## src/rtl/rps_pkg.sv

```systemverilog
// ----------------------------------------------------------------------------
// rps_pkg
// Shared types and constants for the relay power sequencer.
// ----------------------------------------------------------------------------
package rps_pkg;

	localparam int NUM_CHANNELS_DEF = 8;
	localparam int STEP_MS          = 100;
	localparam int MS_PER_SEC       = 1000;
	localparam int CNT_W            = 16;
	localparam int DELAY_BITS       = 7;
	localparam int CFG_W            = 56;
	localparam int CFG_IDX_W        = 2;
	localparam int RELAY_OUT_W      = 8;

	typedef enum logic [CFG_IDX_W-1:0] {
		REG_LINK_MODE    = 2'd0,
		REG_OPEN_DELAYS  = 2'd1,
		REG_CLOSE_DELAYS = 2'd2
	} cfg_reg_t;

	typedef enum logic [1:0] {
		ST_ALL_OFF = 2'd0,
		ST_ALL_ON  = 2'd1,
		ST_MIXED   = 2'd2
	} seq_status_t;

endpackage

```

## src/rtl/relay_power_sequencer_top.sv

```systemverilog
// ----------------------------------------------------------------------------
// relay_power_sequencer_top
// Relay on/off sequencer stepped by one timer tick per input transfer.
//
// Channels: the input channel (in_valid/in_ready) carries one tick with the
// requested direction, the NEXT pin level and the delay mark. The output
// channel (out_valid/out_ready) returns one result per tick: the relay bits,
// the all-off/all-on/mixed status and the linked-mode close hold flag.
// Timing: the result is registered and presented in the cycle after the
// input transfer. Throughput: one tick per cycle unless stalled; the
// sequencer state registers double as the result register, so a new tick
// is taken in the same cycle the pending result is taken.
// Stall: while a result waits and out_ready is low, in_ready is low and the
// state holds.
// Reset: relays off, counters, hold and pending marks cleared, free mode,
// all delays zero. Configuration writes (cfg_wr_en) take effect at once and
// must be issued only while no tick is in flight; the block does not check.
// ----------------------------------------------------------------------------
module relay_power_sequencer_top #(
	parameter int NUM_CHANNELS = rps_pkg::NUM_CHANNELS_DEF
) (
	input  logic                           clk,
	input  logic                           arst_n,
	input  logic                           cfg_wr_en,
	input  logic [rps_pkg::CFG_IDX_W-1:0]  cfg_index,
	input  logic [rps_pkg::CFG_W-1:0]      cfg_data,
	input  logic                           in_valid,
	output logic                           in_ready,
	input  logic                           open_request,
	input  logic                           next_level,
	input  logic                           delay_start,
	output logic                           out_valid,
	input  logic                           out_ready,
	output logic [rps_pkg::RELAY_OUT_W-1:0] relay_bits,
	output logic [1:0]                     sequence_status,
	output logic                           close_held
);

	localparam int CNT_W  = rps_pkg::CNT_W;
	localparam int DB     = rps_pkg::DELAY_BITS;
	localparam int EXT_W  = (NUM_CHANNELS > rps_pkg::RELAY_OUT_W) ?
		NUM_CHANNELS : rps_pkg::RELAY_OUT_W;
	localparam logic [CNT_W-1:0] LINK_SPAN = CNT_W'(NUM_CHANNELS * rps_pkg::MS_PER_SEC);
	localparam logic [CNT_W-1:0] STEP      = CNT_W'(rps_pkg::STEP_MS);

	// configuration
	logic                      link_q;
	logic [rps_pkg::CFG_W-1:0] open_dly_q;
	logic [rps_pkg::CFG_W-1:0] close_dly_q;

	// sequencer state
	logic [NUM_CHANNELS-1:0]   relay_q;
	rps_pkg::seq_status_t      status_q;
	logic [CNT_W-1:0]          open_cnt_q;
	logic [CNT_W-1:0]          close_cnt_q;
	logic                      last_on_q;
	logic                      pend_q;
	logic                      hold_q;
	logic                      out_valid_q;

	logic                      in_xfer;
	logic                      pend_in;
	logic [rps_pkg::CFG_W-1:0] dly_sel;
	logic [CNT_W-1:0]          cnt_cur;
	logic [CNT_W-1:0]          cnt_adv;
	logic [CNT_W-1:0]          cnt_other;
	logic [DB-1:0]             sec;
	logic [CNT_W-1:0]          tgt;
	logic [NUM_CHANNELS-1:0]   match;
	logic [NUM_CHANNELS-1:0]   relay_adv;
	logic                      last_hit;
	logic                      hold_pre;
	logic                      hold_post;
	logic                      step_en;
	logic                      last_on_a;
	logic                      pend_a;
	rps_pkg::seq_status_t      status_adv;

	logic [NUM_CHANNELS-1:0]   relay_n;
	rps_pkg::seq_status_t      status_n;
	logic [CNT_W-1:0]          open_cnt_n;
	logic [CNT_W-1:0]          close_cnt_n;
	logic                      last_on_n;
	logic                      pend_n;
	logic                      hold_n;
	logic [EXT_W-1:0]          relay_ext;

	assign in_ready = !out_valid_q || out_ready;
	assign in_xfer  = in_valid && in_ready;

	always_comb begin
		pend_in = pend_q | delay_start;
		dly_sel = open_request ? open_dly_q : close_dly_q;
		cnt_cur = open_request ? open_cnt_q : close_cnt_q;
		cnt_adv = cnt_cur + STEP;
		cnt_other = link_q ? (LINK_SPAN - cnt_adv) : '0;

		for (int ch = 0; ch < NUM_CHANNELS; ch++) begin
			sec = DB'(dly_sel >> (ch * DB));
			if (link_q) begin
				tgt = open_request ? CNT_W'((ch + 1) * rps_pkg::MS_PER_SEC) :
					CNT_W'((NUM_CHANNELS - ch) * rps_pkg::MS_PER_SEC);
			end else begin
				tgt = CNT_W'(int'(sec) * rps_pkg::MS_PER_SEC);
			end
			match[ch] = (cnt_adv == tgt);
		end

		relay_adv = open_request ? (relay_q | match) : (relay_q & ~match);
		last_hit  = match[NUM_CHANNELS-1];

		if (&relay_adv) begin
			status_adv = rps_pkg::ST_ALL_ON;
		end else if (~|relay_adv) begin
			status_adv = rps_pkg::ST_ALL_OFF;
		end else begin
			status_adv = rps_pkg::ST_MIXED;
		end

		// hold as seen before any step (closing path)
		hold_pre = pend_in ? 1'b0 : ((next_level && last_on_q) ? 1'b1 : hold_q);

		if (open_request) begin
			step_en = (status_q != rps_pkg::ST_ALL_ON);
		end else begin
			step_en = (status_q != rps_pkg::ST_ALL_OFF) && !(link_q && hold_pre);
		end

		last_on_a = (step_en && last_hit) ? open_request : last_on_q;
		pend_a    = (step_en && last_hit) ? 1'b0 : pend_in;

		// hold as seen after the opening step
		hold_post = pend_a ? 1'b0 : ((next_level && last_on_a) ? 1'b1 : hold_q);

		hold_n      = link_q ? (open_request ? hold_post : hold_pre) : hold_q;
		last_on_n   = last_on_a;
		pend_n      = pend_a;
		relay_n     = relay_q;
		status_n    = status_q;
		open_cnt_n  = open_cnt_q;
		close_cnt_n = close_cnt_q;
		if (step_en) begin
			relay_n  = relay_adv;
			status_n = status_adv;
			if (open_request) begin
				open_cnt_n  = cnt_adv;
				close_cnt_n = cnt_other;
			end else begin
				close_cnt_n = cnt_adv;
				open_cnt_n  = cnt_other;
			end
		end
	end

	always_ff @(posedge clk or negedge arst_n) begin
		if (!arst_n) begin
			link_q      <= 1'b0;
			open_dly_q  <= '0;
			close_dly_q <= '0;
		end else if (cfg_wr_en) begin
			unique case (cfg_index)
				rps_pkg::REG_LINK_MODE:    link_q      <= cfg_data[0];
				rps_pkg::REG_OPEN_DELAYS:  open_dly_q  <= cfg_data;
				rps_pkg::REG_CLOSE_DELAYS: close_dly_q <= cfg_data;
				default: ;
			endcase
		end
	end

	always_ff @(posedge clk or negedge arst_n) begin
		if (!arst_n) begin
			relay_q     <= '0;
			status_q    <= rps_pkg::ST_ALL_OFF;
			open_cnt_q  <= '0;
			close_cnt_q <= '0;
			last_on_q   <= 1'b0;
			pend_q      <= 1'b0;
			hold_q      <= 1'b0;
		end else if (in_xfer) begin
			relay_q     <= relay_n;
			status_q    <= status_n;
			open_cnt_q  <= open_cnt_n;
			close_cnt_q <= close_cnt_n;
			last_on_q   <= last_on_n;
			pend_q      <= pend_n;
			hold_q      <= hold_n;
		end
	end

	always_ff @(posedge clk or negedge arst_n) begin
		if (!arst_n) begin
			out_valid_q <= 1'b0;
		end else if (in_xfer) begin
			out_valid_q <= 1'b1;
		end else if (out_ready) begin
			out_valid_q <= 1'b0;
		end
	end

	assign relay_ext       = EXT_W'(relay_q);
	assign relay_bits      = relay_ext[rps_pkg::RELAY_OUT_W-1:0];
	assign sequence_status = status_q;
	assign close_held      = hold_q;
	assign out_valid       = out_valid_q;

	// status always agrees with the relay pattern
	a_status_off: assert property (@(posedge clk) disable iff (!arst_n)
		(status_q == rps_pkg::ST_ALL_OFF) == (relay_q == '0))
		else $error("status all-off disagrees with relays");

	a_status_on: assert property (@(posedge clk) disable iff (!arst_n)
		(status_q == rps_pkg::ST_ALL_ON) == (&relay_q))
		else $error("status all-on disagrees with relays");

	// state moves only on an input transfer
	a_state_hold: assert property (@(posedge clk) disable iff (!arst_n)
		!in_xfer |=> $stable(relay_q) && $stable(hold_q) && $stable(open_cnt_q)
			&& $stable(close_cnt_q))
		else $error("sequencer state changed without a transfer");

	// a stalled result is never overwritten
	a_no_overrun: assert property (@(posedge clk) disable iff (!arst_n)
		out_valid_q && !out_ready |-> !in_xfer)
		else $error("input transfer while result stalled");

endmodule
```

## config.mk

```make
export PLATFORM = sky130hd
export DESIGN_NAME = relay_power_sequencer_top
export DESIGN_NICKNAME = d
export VERILOG_FILES = /design/src/rtl/rps_pkg.sv /design/src/rtl/relay_power_sequencer_top.sv
export SDC_FILE = /design/constraint.sdc
export NUM_CORES = 1
export LEC_CHECK = 0
export CAP_MARGIN = 40
export CORE_MARGIN = 4
export CORE_UTILIZATION = 50
export CTS_CLUSTER_DIAMETER = 50
export DETAILED_ROUTE_END_ITERATION = 10
export DONT_BUFFER_PORTS = 1
export GPL_ROUTABILITY_DRIVEN = 0
export PLACE_DENSITY_LB_ADDON = 0.1
export SYNTH_ARGS = -nofsm -noshare
export SYNTH_HDL_FRONTEND = slang
export SYNTH_SLANG_ARGS = --single-unit
```

## constraint.sdc

```tcl
create_clock -name clk -period 8.9 [get_ports clk]
set_input_delay 1.78 -clock clk [delete_from_list [all_inputs] [get_ports clk]]
set_output_delay 1.78 -clock clk [all_outputs]
set_load 0.02 [all_outputs]
```

# == Word-level counts from Yosys, hierarchy flattened ==
# Index checks and enable logic that the tools add are counted.
# classes
reduce_logical,19
mux,34
multipliers,8
add_sub_neg,2
n_bitwise,4
eq_ne,12
# ops
op,count
two-way mux 16 bit,12
== test 16 bit,8
"multiplier 7 x 7 -> 13 bit, second input constant",8
two-way mux 13 bit,8
two-way mux 56 bit,1
"adder 16 x 7 -> 16 bit, second input constant",1
"subtractor 13 x 16 -> 16 bit, first input constant",1
two-way mux 1 bit,10
bitwise AND 8 bit,1
two-way mux 8 bit,1
inverter 8 bit,1
bitwise OR 8 bit,1
AND reduction 2 bit,4
AND reduction 8 bit,1
OR reduction 8 bit,1
logical AND 1 bit,6
two-way mux 2 bit,2
nonzero test 2 bit,2
"inequality test 3 x 1 -> 1 bit, second input constant",1
AND reduction 3 bit,1
"== test 2 x 1 -> 1 bit, second input constant",1
"== test 2 bit, second input constant",1
zero test 1 bit,2
zero test 2 bit,1
other kinds (3),3
# totals
elab_cells,90
input_bits,66
register_bits,159
out_inout_bits,13

# == Depth between registers and ports, before layout ==
# Gate-level depths: netlist of run 1.
# logic_depth
ltp_word,13
mapped_depth,32
ltp_nobuf,22

# == Worst setup path before layout of run 1 ==
# OpenSTA, ideal clock, no wires.
# synth_timing
kind,in2reg
startpoint,input open_request
endpoint,"register status_q[1], in the netlist sequence_status[1]"
slack_ns,-0.236
setup_ns,0.119
t_required_ns,8.781
arrival_ns,9.017
n_path_buf,10
path_stages,30
cell_sequence,buf_6 buf_6 buf_6 buf_6 buf_4 buf_4 buf_2 clkbuf_1 clkbuf_1 clkbuf_1 mux2i_1 inv_1 ha_1 fa_1 fa_1 inv_1 fa_1 inv_1 ha_1 o21a_1 o31a_1 or4_1 nand4_1 xnor2_1 nor2_1 nand4_1 a2111oi_1 mux2_2 o41ai_1 o21ba_1
# synth_between
elab_chain_cells,10
word_cells_on_any_way,45
cone_classes,add/sub: 1; mul: 8; eq/ne: 8; mux: 22; bitwise: 3; reduce/logical: 3
# synth_lines
item,line_no,text
from (decl),relay_power_sequencer_top.sv:29,"input logic open_request,"
two-way mux 56 bit,relay_power_sequencer_top.sv:93,dly_sel = open_request ? open_dly_q : close_dly_q;
multiplier 7 x 7 -> 13 bit,relay_power_sequencer_top.sv:104,tgt = CNT_W'(int'(sec) * rps_pkg::MS_PER_SEC);
two-way mux 16 bit,relay_power_sequencer_top.sv:100,if (link_q) begin
== test 16 bit,relay_power_sequencer_top.sv:106,match[ch] = (cnt_adv == tgt);
inverter 8 bit,relay_power_sequencer_top.sv:109,relay_adv = open_request ? (relay_q | match) : (relay_q & ~match);
bitwise AND 8 bit,relay_power_sequencer_top.sv:109,
two-way mux 8 bit,relay_power_sequencer_top.sv:109,
OR reduction 8 bit,relay_power_sequencer_top.sv:114,end else if (~|relay_adv) begin
two-way mux 2 bit,relay_power_sequencer_top.sv:114,
two-way mux 2 bit,relay_power_sequencer_top.sv:112,if (&relay_adv) begin
to (signal assigned),relay_power_sequencer_top.sv:173,status_q <= rps_pkg::ST_ALL_OFF;
to (signal assigned),relay_power_sequencer_top.sv:181,status_q <= status_n;
to (decl),relay_power_sequencer_top.sv:53,rps_pkg::seq_status_t status_q;
# Several ways; a longest one is shown, not always the timed one.
# A chain may end at the register's enable or synchronous reset.

# == Worst setup path in the final report of run 1 ==
# Ends and elaborated chain as after synthesis.

==> report_table.html, run 1 <==
<table>
<tr><th>Metric</th><th>Value</th></tr>
<tr><th colspan="2">Die</th></tr>
<tr><td>Die Area</td><td>42800 um^2</td></tr>
<tr><td>Horizontal die dimension</td><td>207 um</td></tr>
<tr><td>I/O pin count</td><td>79</td></tr>
<tr><td>Initial standard-cell utilization of the core</td><td>50.9%</td></tr>
<tr><td>Number of placement rows</td><td>72</td></tr>
<tr><td>Core footprint</td><td>38900 um^2</td></tr>
<tr><td>Y dimension of the die</td><td>207 um</td></tr>
<tr><th colspan="2">CTS</th></tr>
<tr><td>Number of setup buffers added after CTS</td><td>0</td></tr>
<tr><td>Cell at the root of the clock tree</td><td>sky130_fd_sc_hd__clkbuf_16</td></tr>
<tr><td>Clock Sinks</td><td>159</td></tr>
<tr><td>Clock transition time at the flip-flop clock pins of the worst setup and hold paths</td><td>70 ps</td></tr>
<tr><td>TritonCTS clock tree</td><td>yes</td></tr>
<tr><td>Count of hold buffers inserted by post-cts repair</td><td>0</td></tr>
<tr><td>Clk_lat worst skew</td><td>470 ps</td></tr>
<tr><td>CTS H-tree lvls</td><td>4</td></tr>
<tr><td>Number of resized instances in the post-cts repair step</td><td>0</td></tr>
<tr><td>Num CTS Buffers</td><td>17</td></tr>
<tr><td>Number of buffers between clock root and the deepest sink</td><td>2</td></tr>
<tr><th colspan="2">Run status</th></tr>
<tr><td>Outcome</td><td>completed</td></tr>
<tr><th colspan="2">STA</th></tr>
<tr><td>Final count of pins violating max slew</td><td>0</td></tr>
<tr><td>Number of failing hold endpoints at the final stage</td><td>0</td></tr>
<tr><td>Fmax</td><td>134 MHz</td></tr>
<tr><td>Min cycle time layout</td><td>7450 ps</td></tr>
<tr><td>Share of the clock period used by the worst path</td><td>83.7%</td></tr>
<tr><td>PnR worst setup slack</td><td>1450 ps</td></tr>
<tr><td>RSZ-0062 raised after global routing</td><td>no</td></tr>
<tr><td>Transition time at the pin with the least slew margin</td><td>875 ps</td></tr>
<tr><td>Rel. slew slack</td><td>41.3%</td></tr>
<tr><td>Final setup violation count</td><td>0</td></tr>
<tr><td>Setup TNS</td><td>0 ps</td></tr>
<tr><td>Setup Skew</td><td>9.02 ps</td></tr>
<tr><th colspan="2">Placement</th></tr>
<tr><td>Pre-CTS WS</td><td>1130 ps</td></tr>
<tr><td>HPWL after detailed placement</td><td>37600 um</td></tr>
<tr><td>I/O Buffers</td><td>0</td></tr>
<tr><th colspan="2">Yosys</th></tr>
<tr><td>Synth Area in Compound Gates</td><td>13.7%</td></tr>
<tr><td>Async SR Flop Fraction</td><td>100%</td></tr>
<tr><td>Post-synthesis simple-gate area fraction</td><td>10.5%</td></tr>
<tr><td>Largest family of logic cells by synthesized area</td><td>adder cells</td></tr>
<tr><td>EDFF count, synth</td><td>0</td></tr>
<tr><td>Post-synth cell types</td><td>99</td></tr>
<tr><td>Post-Synthesis Cells</td><td>2042</td></tr>
<tr><td>Warnings from Yosys</td><td>0</td></tr>
<tr><td>Mux contribution to synthesized area</td><td>11.7%</td></tr>
<tr><td>Synth Area in XOR/XNOR</td><td>6.70%</td></tr>
<tr><td>Syn Nets</td><td>2503</td></tr>
<tr><td>Post-synthesis sequential area ratio</td><td>20.1%</td></tr>
<tr><td>Adder-cell area share of the yosys netlist</td><td>30.4%</td></tr>
<tr><td>Netlist Area Pre-Place</td><td>19800 um^2</td></tr>
<tr><td>Syn avg cell area</td><td>9.69 um^2</td></tr>
<tr><td>Most used DFF post-synth</td><td>sky130_fd_sc_hd__dfrtp_1</td></tr>
<tr><td>Synth Register Bits</td><td>159</td></tr>
<tr><th colspan="2">Finish</th></tr>
<tr><td>Most frequent cells in the layout</td><td>273 x sky130_fd_sc_hd__inv_1, 251 x sky130_fd_sc_hd__ha_1, 158 x sky130_fd_sc_hd__dfrtp_1</td></tr>
<tr><td>Synthesis-to-layout area growth</td><td>5.11%</td></tr>
<tr><td>Final-layout fill cell count</td><td>3633</td></tr>
<tr><td>Fraction of final layout cells with drive strength greater than 1</td><td>11.4%</td></tr>
<tr><td>Most common cell after layout, fill and taps aside</td><td>sky130_fd_sc_hd__inv_1</td></tr>
<tr><td>Total inserted antenna cells</td><td>0</td></tr>
<tr><td>Final-stage net count</td><td>2465</td></tr>
<tr><th colspan="2">Worst setup path</th></tr>
<tr><td>Worst path cell trace</td><td>mux2i_1 &gt; inv_1 &gt; fa_1 &gt; fa_1 &gt; fa_1 &gt; inv_1 &gt; fa_1 &gt; inv_1 &gt; ha_1 &gt; o211ai_1 &gt; o211ai_1 &gt; nand2_1 &gt; xor2_1 &gt; xnor2_1 &gt; or4_1 &gt; a311oi_1 &gt; mux2i_1 &gt; or3_1 &gt; o21ba_1</td></tr>
<tr><td>Data arrival time of the worst path</td><td>7810 ps</td></tr>
<tr><td>CP startpoint kind</td><td>input port</td></tr>
<tr><td>CP most frequent cell</td><td>sky130_fd_sc_hd__fa_1</td></tr>
<tr><td>Worst setup slack for register-to-register paths</td><td>2610 ps</td></tr>
<tr><td>Worst path required time</td><td>9260 ps</td></tr>
<tr><td>Kind of end point of the critical path</td><td>flip-flop</td></tr>
<tr><td>Path type of the worst setup path</td><td>input port to flip-flop</td></tr>
<tr><td>Top fanout value on the critical path</td><td>156</td></tr>
<tr><td>Peak per-stage delay on the critical path</td><td>630 ps</td></tr>
<tr><td>Cell with the largest stage delay on the worst path</td><td>sky130_fd_sc_hd__a311oi_1</td></tr>
<tr><th colspan="2">Detailed routing</th></tr>
<tr><td>Total DRC errors in the routed layout</td><td>0</td></tr>
<tr><td>Starting DRT DRC Count</td><td>883</td></tr>
<tr><td>Total iterations of the first detailed-routing run</td><td>5</td></tr>
<tr><td>Sum of routed wire length over all layers</td><td>48500 um</td></tr>
<tr><td>Via count</td><td>14.6k</td></tr>
<tr><td>Routed WL per cell</td><td>19.1 um</td></tr>
<tr><td>Antenna violation net count after detailed routing</td><td>0</td></tr>
<tr><td>Vias per cell</td><td>5.76</td></tr>
<tr><th colspan="2">Global route</th></tr>
<tr><td>Routing layer with the top usage in global route</td><td>met2</td></tr>
<tr><td>Overall global routing resource usage</td><td>23.5%</td></tr>
<tr><td>Congestion Overflow GR</td><td>0</td></tr>
<tr><td>Grt met1 use</td><td>34.1%</td></tr>
<tr><td>Number of global-route vias before repair</td><td>14.6k</td></tr>
<tr><td>Number of antenna violations at the first check in global routing</td><td>0</td></tr>
<tr><td>Wire length of the first global-routing pass</td><td>79500 um</td></tr>
<tr><td>Largest net degree at the start of global routing</td><td>160</td></tr>
<tr><td>Global routing met3 resource utilization</td><td>4.75%</td></tr>
<tr><td>Met2 global-route usage</td><td>36.2%</td></tr>
<tr><th colspan="2">Job</th></tr>
<tr><td>Max-cap violation count</td><td>0</td></tr>
<tr><th colspan="2">Hold path</th></tr>
<tr><td>Hold Path Class</td><td>flip-flop to flip-flop</td></tr>
</table>
-- final timing paths --
| kind | start | cells after the start | end |
|---|---|---|---|
| max in group asynchronous | arst_n | 0 | close_dly_q[2]$_DFFE_PN0P_ |
| setup / recovery | open_request | 19 | sequence_status[1]$_DFFE_PN0P_ |
| min in group asynchronous | arst_n | 0 | open_dly_q[17]$_DFFE_PN0P_ |
| hold reg to reg | open_cnt_q[15]$_DFFE_PN0P_ | 2 | open_cnt_q[15]$_DFFE_PN0P_ |
| setup reg to reg | open_dly_q[43]$_DFFE_PN0P_ | 19 | sequence_status[1]$_DFFE_PN0P_ |
| hold / removal | open_cnt_q[15]$_DFFE_PN0P_ | 2 | open_cnt_q[15]$_DFFE_PN0P_ |
-- final cells by class --
type	count	area (um^2)	share of cell area, %
Multi-Input combinational cell	1537	14500	69.5
Clock buffer	19	443	2.13
Sequential cell	159	3980	19.1
Clock inverter	13	130	0.625
Timing Repair Buffer	16	120	0.577
Inverter	273	1020	4.92
Tap cell	518	648	3.11
-- stage by stage --
step | utilization (%) | instance area [um^2] | hold WS [ps] | std cells
global placement | 52.0 | 20200 | 471 | 2503
detailed placement | 52.0 | 20200 | 476 | 2503
global route | 53.5 | 20800 | 513 | 2535
CTS | 53.5 | 20800 | 493 | 2535
floorplan | - | 19800 | 455 | 2042
finish | 53.5 | 20800 | 485 | 2535
-- flip-flops by register name (all words and copies together), names as in the netlist --
name / flops
close_cnt_q: 16
close_dly_q: 56
close_held: 1
last_on_q: 1
link_q: 1
open_cnt_q: 16
open_dly_q: 56
out_valid: 1
pend_q: 1
relay_bits: 8
sequence_status: 2
-- worst max-delay path: cells and delay by family --
kind,cells,cell delay [ps]
XOR/XNOR,2,370
multiplexers,2,680
AO/OA/AOI/OAI,4,1190
buffers and inverters,3,340
adder cells (fa/ha/maj),5,2370
AND/OR/NAND/NOR,3,930
-- routing by layer --
layer	part of all wire, %	up-vias
met5	0	-
met1	47	7145
met4	1.8	0
met3	6.4	49
met2	44	330
li1	-	7070
-- cells in the mapped netlist (9+ instances only) --
cell type / n / share of area (%)
sky130_fd_sc_hd__mux2_2: 139 / 7.9
sky130_fd_sc_hd__o31ai_1: 14 / 0.53
sky130_fd_sc_hd__nor2_1: 91 / 1.7
sky130_fd_sc_hd__a2111oi_0: 10 / 0.44
sky130_fd_sc_hd__and2_1: 11 / 0.35
sky130_fd_sc_hd__nand4_1: 13 / 0.41
sky130_fd_sc_hd__a31oi_1: 15 / 0.47
sky130_fd_sc_hd__mux2i_1: 65 / 3.3
sky130_fd_sc_hd__fa_1: 144 / 15
sky130_fd_sc_hd__clkbuf_1: 50 / 0.95
sky130_fd_sc_hd__nand2b_1: 17 / 0.54
sky130_fd_sc_hd__inv_1: 273 / 5.2
sky130_fd_sc_hd__a221oi_1: 9 / 0.40
sky130_fd_sc_hd__or3_1: 23 / 0.73
sky130_fd_sc_hd__nand2_1: 82 / 1.6
sky130_fd_sc_hd__o21a_1: 25 / 0.95
sky130_fd_sc_hd__o211ai_1: 16 / 0.61
sky130_fd_sc_hd__dfrtp_1: 159 / 20
sky130_fd_sc_hd__a211oi_1: 17 / 0.64
sky130_fd_sc_hd__nand3_1: 31 / 0.78
sky130_fd_sc_hd__nor3_1: 35 / 0.88
sky130_fd_sc_hd__o21ai_0: 94 / 2.4
sky130_fd_sc_hd__a21o_1: 17 / 0.64
sky130_fd_sc_hd__xnor2_1: 102 / 4.5
sky130_fd_sc_hd__ha_1: 251 / 16
sky130_fd_sc_hd__a21oi_1: 85 / 2.1
sky130_fd_sc_hd__xor2_1: 25 / 1.1
sky130_fd_sc_hd__o22ai_1: 11 / 0.35
sky130_fd_sc_hd__and3_1: 9 / 0.28
sky130_fd_sc_hd__and4_1: 9 / 0.40
sky130_fd_sc_hd__nor2b_1: 17 / 0.54
-- logic make-up after synthesis --
group,count (synthesis)
adders and majority gates,395
AOI/OAI and AO/OA,403
buffers and inverters,346
and+or+nand+nor,393
xor gates and xnor gates,137
muxes,209
DFF,159
Power of run 1 is left out: the tool's default activity adds up to more than one toggle a clock period on the data nets, which glitch-free logic cannot reach.
==> run 2, diff against run 1 <==
--- a/config.mk
+++ b/config.mk
@@ -5,6 +5,7 @@
 export SDC_FILE = /design/constraint.sdc
 export NUM_CORES = 1
 export LEC_CHECK = 0
+export ABC_AREA = 1
 export CAP_MARGIN = 40
 export CORE_MARGIN = 4
 export CORE_UTILIZATION = 50
==> constraint.sdc (replaced) <==
create_clock -name clk -period 6.7 [get_ports clk]
set_input_delay 1.34 -clock clk [delete_from_list [all_inputs] [get_ports clk]]
set_output_delay 1.34 -clock clk [all_outputs]
set_load 0.02 [all_outputs]
==> report_table.html, run 2 <==
<table>
<tr><th>Metric</th><th>Value</th></tr>
<tr><th colspan="2">Worst setup path</th></tr>
<tr><td>Worst setup slack for register-to-register paths</td><td>1300 ps (-1310 ps)</td></tr>
<tr><td>End of the worst register-to-register path</td><td>sequence_status[1]$_DFFE_PN0P_</td></tr>
<tr><td>Worst path required time</td><td>7070 ps (-2190 ps)</td></tr>
<tr><td>Top fanout value on the critical path</td><td>96 (-38%)</td></tr>
<tr><td>Startpoint of the most critical register-to-register path</td><td>close_dly_q[10]$_DFFE_PN0P_</td></tr>
<tr><td>CP startpoint kind</td><td>input port</td></tr>
<tr><td>Length in cells of the worst reg-to-reg path</td><td>26 (+7)</td></tr>
<tr><td>Data arrival time of the worst path</td><td>6550 ps (-1260 ps)</td></tr>
<tr><td>Kind of end point of the critical path</td><td>flip-flop</td></tr>
<tr><td>Cell with the largest stage delay on the worst path</td><td>sky130_fd_sc_hd__fa_1</td></tr>
<tr><td>Path type of the worst setup path</td><td>input port to flip-flop</td></tr>
<tr><td>Peak per-stage delay on the critical path</td><td>540 ps (-90 ps)</td></tr>
<tr><td>CP most frequent cell</td><td>sky130_fd_sc_hd__nand2_1</td></tr>
<tr><th colspan="2">STA</th></tr>
<tr><td>Final count of pins violating max slew</td><td>0 (unchanged)</td></tr>
<tr><td>Min cycle time layout</td><td>6180 ps</td></tr>
<tr><td>RSZ-0062 raised after global routing</td><td>no</td></tr>
<tr><td>Setup TNS</td><td>0 ps (unchanged)</td></tr>
<tr><td>Setup Skew</td><td>15.1 ps (+6.10 ps)</td></tr>
<tr><td>Rel. slew slack</td><td>42.1% (+0.81 points)</td></tr>
<tr><td>Share of the clock period used by the worst path</td><td>92.2%</td></tr>
<tr><td>Final setup violation count</td><td>0 (unchanged)</td></tr>
<tr><td>Number of failing hold endpoints at the final stage</td><td>0 (unchanged)</td></tr>
<tr><td>Transition time at the pin with the least slew margin</td><td>860 ps (-15.0 ps)</td></tr>
<tr><td>Hold slack final</td><td>479 ps (-6.19 ps)</td></tr>
<tr><td>Fmax</td><td>162 MHz</td></tr>
<tr><th colspan="2">Detailed routing</th></tr>
<tr><td>Top routing layer in use</td><td>met4</td></tr>
<tr><td>Wire length on met1</td><td>28600 um (+24%)</td></tr>
<tr><td>Routed met3 length</td><td>4110 um (+32%)</td></tr>
<tr><td>Detail Route met2 WL</td><td>25100 um (+17%)</td></tr>
<tr><td>Antenna violation net count after detailed routing</td><td>0 (unchanged)</td></tr>
<tr><td>Vias per cell</td><td>5.23 (-9.2%)</td></tr>
<tr><td>Total iterations of the first detailed-routing run</td><td>6 (+1)</td></tr>
<tr><td>Starting DRT DRC Count</td><td>1578 (+79%)</td></tr>
<tr><td>Via count</td><td>19.9k (+36%)</td></tr>
<tr><td>Routed WL per cell</td><td>15.7 um (-18%)</td></tr>
<tr><td>Total DRC errors in the routed layout</td><td>0 (unchanged)</td></tr>
<tr><td>Sum of routed wire length over all layers</td><td>59600 um (+23%)</td></tr>
<tr><th colspan="2">Finish</th></tr>
<tr><td>Fraction of final layout cells with drive strength greater than 1</td><td>6.10% (-5.3 points)</td></tr>
<tr><td>Most frequent cells in the layout</td><td>1014 x sky130_fd_sc_hd__nand2_1, 600 x sky130_fd_sc_hd__inv_1, 251 x sky130_fd_sc_hd__ha_1</td></tr>
<tr><td>Most common cell after layout, fill and taps aside</td><td>sky130_fd_sc_hd__nand2_1</td></tr>
<tr><td>Total inserted antenna cells</td><td>0 (unchanged)</td></tr>
<tr><td>Sequential cell area in the final layout</td><td>3980 um^2 (about the same)</td></tr>
<tr><td>Synthesis-to-layout area growth</td><td>5.63%</td></tr>
<tr><td>Registers with the highest flip-flop counts</td><td>close_dly_q (56), open_dly_q (56)</td></tr>
<tr><td>Footprint of the multi-input gates</td><td>14900 um^2 (+3.3%)</td></tr>
<tr><td>Final-stage net count</td><td>3661 (+49%)</td></tr>
<tr><td>Final-layout fill cell count</td><td>4332 (+19%)</td></tr>
<tr><td>Core occupancy in the finished layout</td><td>53.4% (-0.12 points)</td></tr>
<tr><td>Final non-filler cell total</td><td>3798 (+50%)</td></tr>
<tr><th colspan="2">Placement</th></tr>
<tr><td>HPWL after detailed placement</td><td>45200 um (+20%)</td></tr>
<tr><td>Count of placed standard cells including taps</td><td>3766 (+50%)</td></tr>
<tr><td>I/O Buffers</td><td>0 (unchanged)</td></tr>
<tr><th colspan="2">Global route</th></tr>
<tr><td>Wire length of the first global-routing pass</td><td>98200 um (+24%)</td></tr>
<tr><td>Number of antenna violations at the first check in global routing</td><td>0 (unchanged)</td></tr>
<tr><td>Number of global-route vias before repair</td><td>18.9k (+29%)</td></tr>
<tr><td>Congestion Overflow GR</td><td>0 (unchanged)</td></tr>
<tr><td>Overall global routing resource usage</td><td>26.1% (+2.6 points)</td></tr>
<tr><td>Largest net degree at the start of global routing</td><td>160 (unchanged)</td></tr>
<tr><th colspan="2">CTS</th></tr>
<tr><td>Num CTS Buffers</td><td>17 (unchanged)</td></tr>
<tr><td>Number of buffers between clock root and the deepest sink</td><td>2 (unchanged)</td></tr>
<tr><td>Cell at the root of the clock tree</td><td>sky130_fd_sc_hd__clkbuf_16</td></tr>
<tr><td>Clock transition time at the flip-flop clock pins of the worst setup and hold paths</td><td>70 ps (about the same)</td></tr>
<tr><td>TritonCTS clock tree</td><td>yes</td></tr>
<tr><td>Clk_lat worst skew</td><td>480 ps (about the same)</td></tr>
<tr><td>Number of setup buffers added after CTS</td><td>0 (unchanged)</td></tr>
<tr><td>Number of resized instances in the post-cts repair step</td><td>0 (unchanged)</td></tr>
<tr><td>Clock Sinks</td><td>159 (unchanged)</td></tr>
<tr><td>CTS H-tree lvls</td><td>4 (unchanged)</td></tr>
<tr><td>Count of hold buffers inserted by post-cts repair</td><td>0 (unchanged)</td></tr>
<tr><th colspan="2">Yosys</th></tr>
<tr><td>Post-Synthesis Cells</td><td>3231 (+58%)</td></tr>
<tr><td>Post-synthesis cell type with the largest combined area</td><td>sky130_fd_sc_hd__dfrtp_1</td></tr>
<tr><td>Synth Register Bits</td><td>159 (unchanged)</td></tr>
<tr><td>Async SR Flop Fraction</td><td>100% (unchanged)</td></tr>
<tr><td>Post-synthesis sequential area ratio</td><td>18.3% (-1.8 points)</td></tr>
<tr><td>Cell with the most instances after synthesis</td><td>sky130_fd_sc_hd__nand2_1</td></tr>
<tr><td>Netlist Area Pre-Place</td><td>21700 um^2 (+9.7%)</td></tr>
<tr><td>Synth top area cells</td><td>sky130_fd_sc_hd__dfrtp_1 18%, sky130_fd_sc_hd__nand2_1 18%, sky130_fd_sc_hd__ha_1 14%, sky130_fd_sc_hd__fa_1 13%, sky130_fd_sc_hd__inv_1 10%</td></tr>
<tr><td>Top cell types by occurrence after synthesis</td><td>1014 x sky130_fd_sc_hd__nand2_1, 601 x sky130_fd_sc_hd__inv_1, 251 x sky130_fd_sc_hd__ha_1</td></tr>
<tr><td>Top cell type's share of synthesized area</td><td>18.3% (-1.8 points)</td></tr>
<tr><td>Syn Nets</td><td>3692 (+48%)</td></tr>
<tr><td>Most used DFF post-synth</td><td>sky130_fd_sc_hd__dfrtp_1</td></tr>
<tr><td>Post-synth cell types</td><td>47 (-53%)</td></tr>
<tr><td>Warnings from Yosys</td><td>0 (unchanged)</td></tr>
<tr><td>EDFF count, synth</td><td>0 (unchanged)</td></tr>
<tr><td>Syn avg cell area</td><td>6.72 um^2 (-31%)</td></tr>
<tr><th colspan="2">Die</th></tr>
<tr><td>Horizontal die dimension</td><td>216 um (+4.5%)</td></tr>
<tr><td>Initial standard-cell utilization of the core</td><td>50.5% (-0.36 points)</td></tr>
<tr><td>Die Area</td><td>46800 um^2 (+9.3%)</td></tr>
<tr><td>Core footprint</td><td>43000 um^2 (+10%)</td></tr>
<tr><td>Number of placement rows</td><td>76 (+5.6%)</td></tr>
<tr><td>Y dimension of the die</td><td>216 um (+4.5%)</td></tr>
<tr><td>I/O pin count</td><td>79 (unchanged)</td></tr>
<tr><th colspan="2">Hold path</th></tr>
<tr><td>Hold Path Class</td><td>flip-flop to flip-flop</td></tr>
<tr><td>End point of the most critical hold path</td><td>close_dly_q[5]$_DFFE_PN0P_</td></tr>
<tr><td>Number of stages on the worst hold path</td><td>2 (unchanged)</td></tr>
<tr><td>Launch point of the worst hold path</td><td>close_dly_q[5]$_DFFE_PN0P_</td></tr>
<tr><th colspan="2">Run status</th></tr>
<tr><td>Outcome</td><td>completed</td></tr>
<tr><th colspan="2">Job</th></tr>
<tr><td>Max-cap violation count</td><td>0 (unchanged)</td></tr>
</table>
==> run 2: changes by cell type after synthesis, sizes merged, moves of 70 or more <==
| cell | previous run | this run |
|---|---|---|
| inv | 273 | 611 |
| mux2 | 139 | 0 |
| mux2i | 70 | 0 |
| nand2 | 84 | 1056 |
| nand3 | 32 | 245 |
| nor2 | 95 | 226 |
| o21ai | 100 | 203 |
| xnor2 | 103 | 4 |
==> run 2: cells by family after synthesis <==
group,after synthesis,synth area share (%)
AOI/OAI and AO/OA,298,7.56
xor gates and xnor gates,14,0.565
adders and majority gates,395,27.7
buffers and inverters,708,13.0
DFF,159,18.3
and+or+nand+nor,1657,32.8
==> run 2: cell type report <==
type / instances / share of cell area (%)
clock buffer: 19 / 1.98
inverter: 615 / 10.1
timing repair buffer: 43 / 1.61
tap: 585 / 3.19
multi-input combinational: 2364 / 65.1
clock inverter: 13 / 0.666
sequential: 159 / 17.4
==> run 2: critical path, delay by kind of cell <==
kind / cells / cell delay (ps)
adder cells (fa/ha/maj): 5 / 2180
AND/OR/NAND/NOR: 15 / 1660
buffers and inverters: 6 / 710
AO/OA/AOI/OAI: 3 / 610
==> run 2: routing by layer <==
| layer | up-vias | GRT usage, % |
|---|---|---|
| met1 | 9212 | 37.9 |
| li1 | 9975 | - |
| met5 | - | 0 |
| met4 | 0 | 9.11 |
| met2 | 563 | 39.6 |
| met3 | 105 | 4.49 |
==> run 2: worst max-delay path by stage <==
stage	startpoint	end	slack, ps	depth (start not counted)
finish	open_request	sequence_status[1]$_DFFE_PN0P_	520	29
global placement	open_request	sequence_status[1]$_DFFE_PN0P_	100	29
CTS	open_request	sequence_status[1]$_DFFE_PN0P_	600	29
detailed placement	open_request	sequence_status[1]$_DFFE_PN0P_	80	29
global route	open_request	sequence_status[1]$_DFFE_PN0P_	140	29
floorplan	open_request	close_held$_DFFE_PN0P_	240	32
==> run 2: per-stage QoR <==
step / setup slack, ps / cell area [um^2]
6_report: 519 / 22900
5_1_grt: 140 / 22900
4_1_cts: 602 / 22900
3_5_place_dp: 76.7 / 22300
3_3_place_gp: 98.0 / 22300
2_1_floorplan: 243 / 21700
Power of run 2 is left out for the same reason.
